File: src/hdl/image_rotate_resample_core_assert.svh
// Assertion macros shared by the image rotate/resample RTL.
`ifndef IMAGE_ROTATE_RESAMPLE_CORE_ASSERT_SVH
`define IMAGE_ROTATE_RESAMPLE_CORE_ASSERT_SVH

// Same-cycle implication, clocked on clk_i, off while rst_ni is low.
`define IRR_ASSERT_NOW(lbl, ante, cons, msg) \
  lbl: assert property (@(posedge clk_i) disable iff (!rst_ni) (ante) |-> (cons)) \
    else $error(msg);

// Next-cycle implication, clocked on clk_i, off while rst_ni is low.
`define IRR_ASSERT_NEXT(lbl, ante, cons, msg) \
  lbl: assert property (@(posedge clk_i) disable iff (!rst_ni) (ante) |=> (cons)) \
    else $error(msg);

`endif

File: src/hdl/irr_pkg.sv
// Package: types, widths and codes of the image rotate/resample core.
package irr_pkg;

  // Default store geometry and fixed-point formats
  localparam int unsigned DEF_MAX_WIDTH  = 256;
  localparam int unsigned DEF_MAX_HEIGHT = 256;
  localparam int unsigned PIXEL_BITS     = 8;
  localparam int unsigned TRIG_FRAC_BITS = 14;

  // Field widths
  localparam int unsigned COORD_W    = 8;
  localparam int unsigned VALUE_W    = 8;
  localparam int unsigned CENTER_W   = 8;
  localparam int unsigned TRIG_W     = 16;
  localparam int unsigned DIM_W      = 9;
  localparam int unsigned CFG_DATA_W = 16;
  localparam int unsigned CFG_IDX_W  = 3;

  // Datapath widths
  localparam int unsigned FRAC_W  = 8;                       // sub-pixel fraction
  localparam int unsigned ONE_W   = FRAC_W + 1;              // weight 0..256
  localparam int unsigned WPROD_W = 2 * ONE_W - 1;           // weight product 0..65536
  localparam int unsigned PROD_W  = COORD_W + 1 + TRIG_W;    // offset times trig
  localparam int unsigned SUM_W   = PROD_W + 2;              // rotated coordinate
  localparam int unsigned XF_W    = SUM_W - TRIG_FRAC_BITS;  // integer part
  localparam int unsigned TERM_W  = PIXEL_BITS + WPROD_W;
  localparam int unsigned ACC_W   = TERM_W + 2;
  localparam int unsigned HALF_ROUND = 1 << (2 * FRAC_W - 1);

  localparam logic [ONE_W-1:0]  WEIGHT_ONE = ONE_W'(1 << FRAC_W);
  localparam logic [FRAC_W-1:0] NEAR_TIE   = FRAC_W'(1 << (FRAC_W - 1));
  localparam logic [VALUE_W-1:0] FILL_VALUE = VALUE_W'((1 << PIXEL_BITS) - 1);

  // Register reset values
  localparam logic signed [TRIG_W-1:0] COS_RESET = TRIG_W'(1 << TRIG_FRAC_BITS);
  localparam logic [DIM_W-1:0]         DIM_RESET = DIM_W'(256);

  // Register indexes
  localparam logic [CFG_IDX_W-1:0] REG_CENTER_X = 3'd0;
  localparam logic [CFG_IDX_W-1:0] REG_CENTER_Y = 3'd1;
  localparam logic [CFG_IDX_W-1:0] REG_COS_VAL  = 3'd2;
  localparam logic [CFG_IDX_W-1:0] REG_SIN_VAL  = 3'd3;
  localparam logic [CFG_IDX_W-1:0] REG_MODE     = 3'd4;
  localparam logic [CFG_IDX_W-1:0] REG_WIDTH    = 3'd5;
  localparam logic [CFG_IDX_W-1:0] REG_HEIGHT   = 3'd6;

  // Operation and mode codes
  localparam logic OP_LOAD       = 1'b0;
  localparam logic OP_QUERY      = 1'b1;
  localparam logic MODE_NEAREST  = 1'b0;
  localparam logic MODE_BILINEAR = 1'b1;

  typedef struct packed {
    logic               op;
    logic [COORD_W-1:0] pix_x;
    logic [COORD_W-1:0] pix_y;
    logic [VALUE_W-1:0] load_value;
  } in_item_t;

  typedef struct packed {
    logic [VALUE_W-1:0] out_value;
    logic               in_frame;
  } out_item_t;

endpackage

File: src/hdl/irr_ram.sv
// Generic simple dual-port RAM: one write port, one registered read port.
module irr_ram #(
  parameter int unsigned WIDTH = irr_pkg::PIXEL_BITS,
  parameter int unsigned DEPTH = 2,
  localparam int unsigned AW   = (DEPTH > 1) ? $clog2(DEPTH) : 1
) (
  input  logic             clk_i,
  input  logic             wr_en_i,
  input  logic [AW-1:0]    wr_addr_i,
  input  logic [WIDTH-1:0] wr_data_i,
  input  logic             rd_en_i,
  input  logic [AW-1:0]    rd_addr_i,
  output logic [WIDTH-1:0] rd_data_o
);

  logic [WIDTH-1:0] mem_q [DEPTH];
  logic [WIDTH-1:0] rd_data_q;

  always_ff @(posedge clk_i) begin
    if (wr_en_i) begin
      mem_q[wr_addr_i] <= wr_data_i;
    end
    if (rd_en_i) begin
      rd_data_q <= mem_q[rd_addr_i];
    end
  end

  assign rd_data_o = rd_data_q;

endmodule

File: config.mk
export PLATFORM = sky130hd
export DESIGN_NAME = irr_ram
export DESIGN_NICKNAME = d
export VERILOG_FILES = /design/src/hdl/image_rotate_resample_core_assert.svh /design/src/hdl/irr_pkg.sv /design/src/hdl/irr_ram.sv
export SDC_FILE = /design/constraint.sdc
export NUM_CORES = 1
export LEC_CHECK = 0
export BUFFER_PORTS_ARGS = -buffer_cell sky130_fd_sc_hd__buf_4
export CAP_MARGIN = 20
export CORE_ASPECT_RATIO = 1.75
export CORE_MARGIN = 2
export CORE_UTILIZATION = 35
export CTS_CLUSTER_SIZE = 14
export DETAILED_ROUTE_END_ITERATION = 16
export MAX_ROUTING_LAYER = met4
export SLEW_MARGIN = 20
export SYNTH_ARGS = -nofsm -noshare
export SYNTH_HDL_FRONTEND = slang
export SYNTH_SLANG_ARGS = --single-unit
File: constraint.sdc
create_clock -name clk_i -period 1.5 [get_ports clk_i]
set_input_delay 0.3 -clock clk_i [delete_from_list [all_inputs] [get_ports clk_i]]
set_output_delay 0.3 -clock clk_i [all_outputs]
set_load 0.005 [all_outputs]
==> flow_metrics.env <==
export IMPL_rsz0062_at_grt="no"
export IMPL_drt_pass1_iterations=3
export IMPL_yosysSeqAreaShare=0.834
export IMPL_fp_dieArea_sq_um=2900
export IMPL_path_max_fanout=1
export IMPL_skew_ps=1.28
export IMPL_num_rows=23
export IMPL_syn_nets=48
export IMPL_cpLargestDelayFamily="flip-flops"
export IMPL_vias=381
export IMPL_io_pins=21
export IMPL_die_w_um=41.6
export IMPL_diodes=0
export IMPL_synth_edf_count=24
export IMPL_layout_setup_ws_ps=435
export IMPL_netlist_area_sq_um=865
export IMPL_cts_clk_slew_worst_paths_ps=70
export IMPL_synth_compound_area_frac=0
export IMPL_core_sq_um=2330
export IMPL_cts_sinks=24
export IMPL_port_buffers=20
export IMPL_synth_area_top_cells="edfxtp_1 83%, mux2_4 14%, buf_6 1.3%, and2_1 0.72%, nor2b_1 0.72%"
export IMPL_worstPathCellList="buf_4"
export IMPL_grt_max_degree=13
export IMPL_synthSimpleGateAreaFrac=0.0145
export IMPL_drv_cap=0
export IMPL_synthTopCellsByCount="24 x edfxtp_1, 8 x mux2_4, 1 x and2_1, 1 x buf_6, 1 x nor2b_1"
export IMPL_swShare=0.175
export IMPL_crit_slowest_cell="edfxtp_1"
export IMPL_grt_pass1_wl_um=1590
export IMPL_yosysMostFrequentCell="edfxtp_1"
export IMPL_clockBufferDepth=2
export IMPL_ir_drop_mv=0.638
export IMPL_place_ws_ps=419
export IMPL_cts_buffers=3
export IMPL_synth_top_cell_by_area="edfxtp_1"
export IMPL_clock_latency_ps=260
export IMPL_status="finished, final reports clean"
export IMPL_async_flop_share=0
export IMPL_yosysWarningCount=0
export IMPL_gp_congestion=0.609
export IMPL_hold_path_class="input port to flop"
export IMPL_tightest_slew_ps=354
export IMPL_drc_errors=0
export IMPL_cts_root_buffer="clkbuf_8"
export IMPL_grt_use_total=0.0786
export IMPL_nFillCells=208
export IMPL_drt_iter0_drc=9
export IMPL_start_util=0.371
export IMPL_cts_hold_buf=0
export IMPL_grt_pass1_vias=387
export IMPL_cp_end_kind="output port"
export IMPL_cpPeakStageDelay_ps=370
export IMPL_criticalPathCategory="flop to output port"
export IMPL_area_growth_pct=25.3
export IMPL_start_kind="flop"
export IMPL_synth_seq_cells=24
export IMPL_period_minus_slack_ps=1060
export IMPL_final_layout_size_suffix_gt1_frac=0.552
export IMPL_hold_viol_final=0
export IMPL_cellInternalPower_uw=1040
export IMPL_final_cells=83
export IMPL_antenna_found_initial=0
export IMPL_finish_net_count=73
export IMPL_dp_cells=80
export IMPL_synthFlopType="edfxtp_1"
export IMPL_viasPerCell=4.59
export IMPL_syn_instance_count=35
export IMPL_powerDensity_nw_per_um2=1160
export IMPL_path_buf_inv=1
export IMPL_finalCritPeriodShare=0.710
export IMPL_setup_violations=0
export IMPL_wl_per_cell_um=11.5
export IMPL_clkPwrFrac=0.281
export IMPL_p_sw_uw=220
export IMPL_fin_util=0.465
export IMPL_synth_top_area_frac=0.834
export IMPL_comb_power_share=0.082
export IMPL_report_final_slew_viol_count=0
export IMPL_die_y_um=69.8
export IMPL_cts_resized_gates=0
export IMPL_tns_ps=0
export IMPL_syn_avg_cell_area_sq_um=24.7
export IMPL_slew_headroom=0.764
export IMPL_cts_tree="done"
export IMPL_cts_setup_buffers=0
export IMPL_worst_ep_required_time_ps=1200
export IMPL_synth_top_family_by_area="multiplexers"
export IMPL_p_seq_frac=0.637
export IMPL_drt_total_wl_um=953
export IMPL_muxShareOfSynthArea=0.139
export IMPL_synth_xor_area_frac=0
export IMPL_timing_fmax_ghz=0.939
export IMPL_synth_fa_ha_area_frac=0
export IMPL_p_leak_uw=0.000422
export IMPL_grt_ovfl_total=0
export IMPL_htreeDepth=1
export IMPL_synth_cell_type_count=5
export IMPL_postRouteAntennaNets=0
export IMPL_cp_arrival_ps=760
-- path summary, 6_finish.rpt --
check | end | startpoint | slack, ps | cells past startpoint
setup reg to reg | rd_data_o[4] | mem_q[0][4] | 610 | 1
hold / removal | mem_q[1][2] | wr_data_i[2] | 220 | 1
hold reg to reg | rd_data_o[7] | mem_q[1][7] | 550 | 1
setup / recovery | rd_data_o[1] | rd_data_o[1] | 440 | 1
-- power by group through the flow --
stage | clock network [uW] | logic, uW | registers [uW]
finish | 354 | 103 | 803
detailed placement | 0 | 105 | 819
global route | 398 | 111 | 808
global placement | 0 | 103 | 817
CTS | 373 | 105 | 804
floorplan | 0 | 45.9 | 819
-- through the flow --
step                      area, sq um  total power, uW  hold WS [ps]
after floorplan                   865              864           399
after global placement           1040              920           486
after detailed placement         1040              924           488
after CTS                        1080             1280           210
after global routing             1080             1320           205
final                            1080             1260           220
-- cell type report --
type,instances,area [sq um],area share
clock buffer,3,41.3,0.0381
multi-input combinational,10,133,0.122
sequential,24,721,0.665
tap,25,31.3,0.0289
timing repair buffer,21,158,0.145
-- flip-flops by register name, indices dropped and copies added, names as in the netlist --
register / count
mem_q: 16
rd_data_o: 8
-- metal layers --
metal  vias up  share of wire  track usage
li1        182              -            -
met1       173           0.31       0.0621
met2        21           0.56        0.137
met5         -              0            -
met4         0          0.048       0.0753
met3         5          0.078       0.0182
-- cells by family after synthesis --
family        after synthesis
flops                      24
mux                         8
simple gates                2
buf+inv                     1
-- layout by cell type (no fill, tap or decap) --
cell type	instances
mux2_4	8
clkbuf_8	3
buf_4	21
and2_1	1
nor2b_1	1
edfxtp_1	24
(Power assumes the default switching activity.)
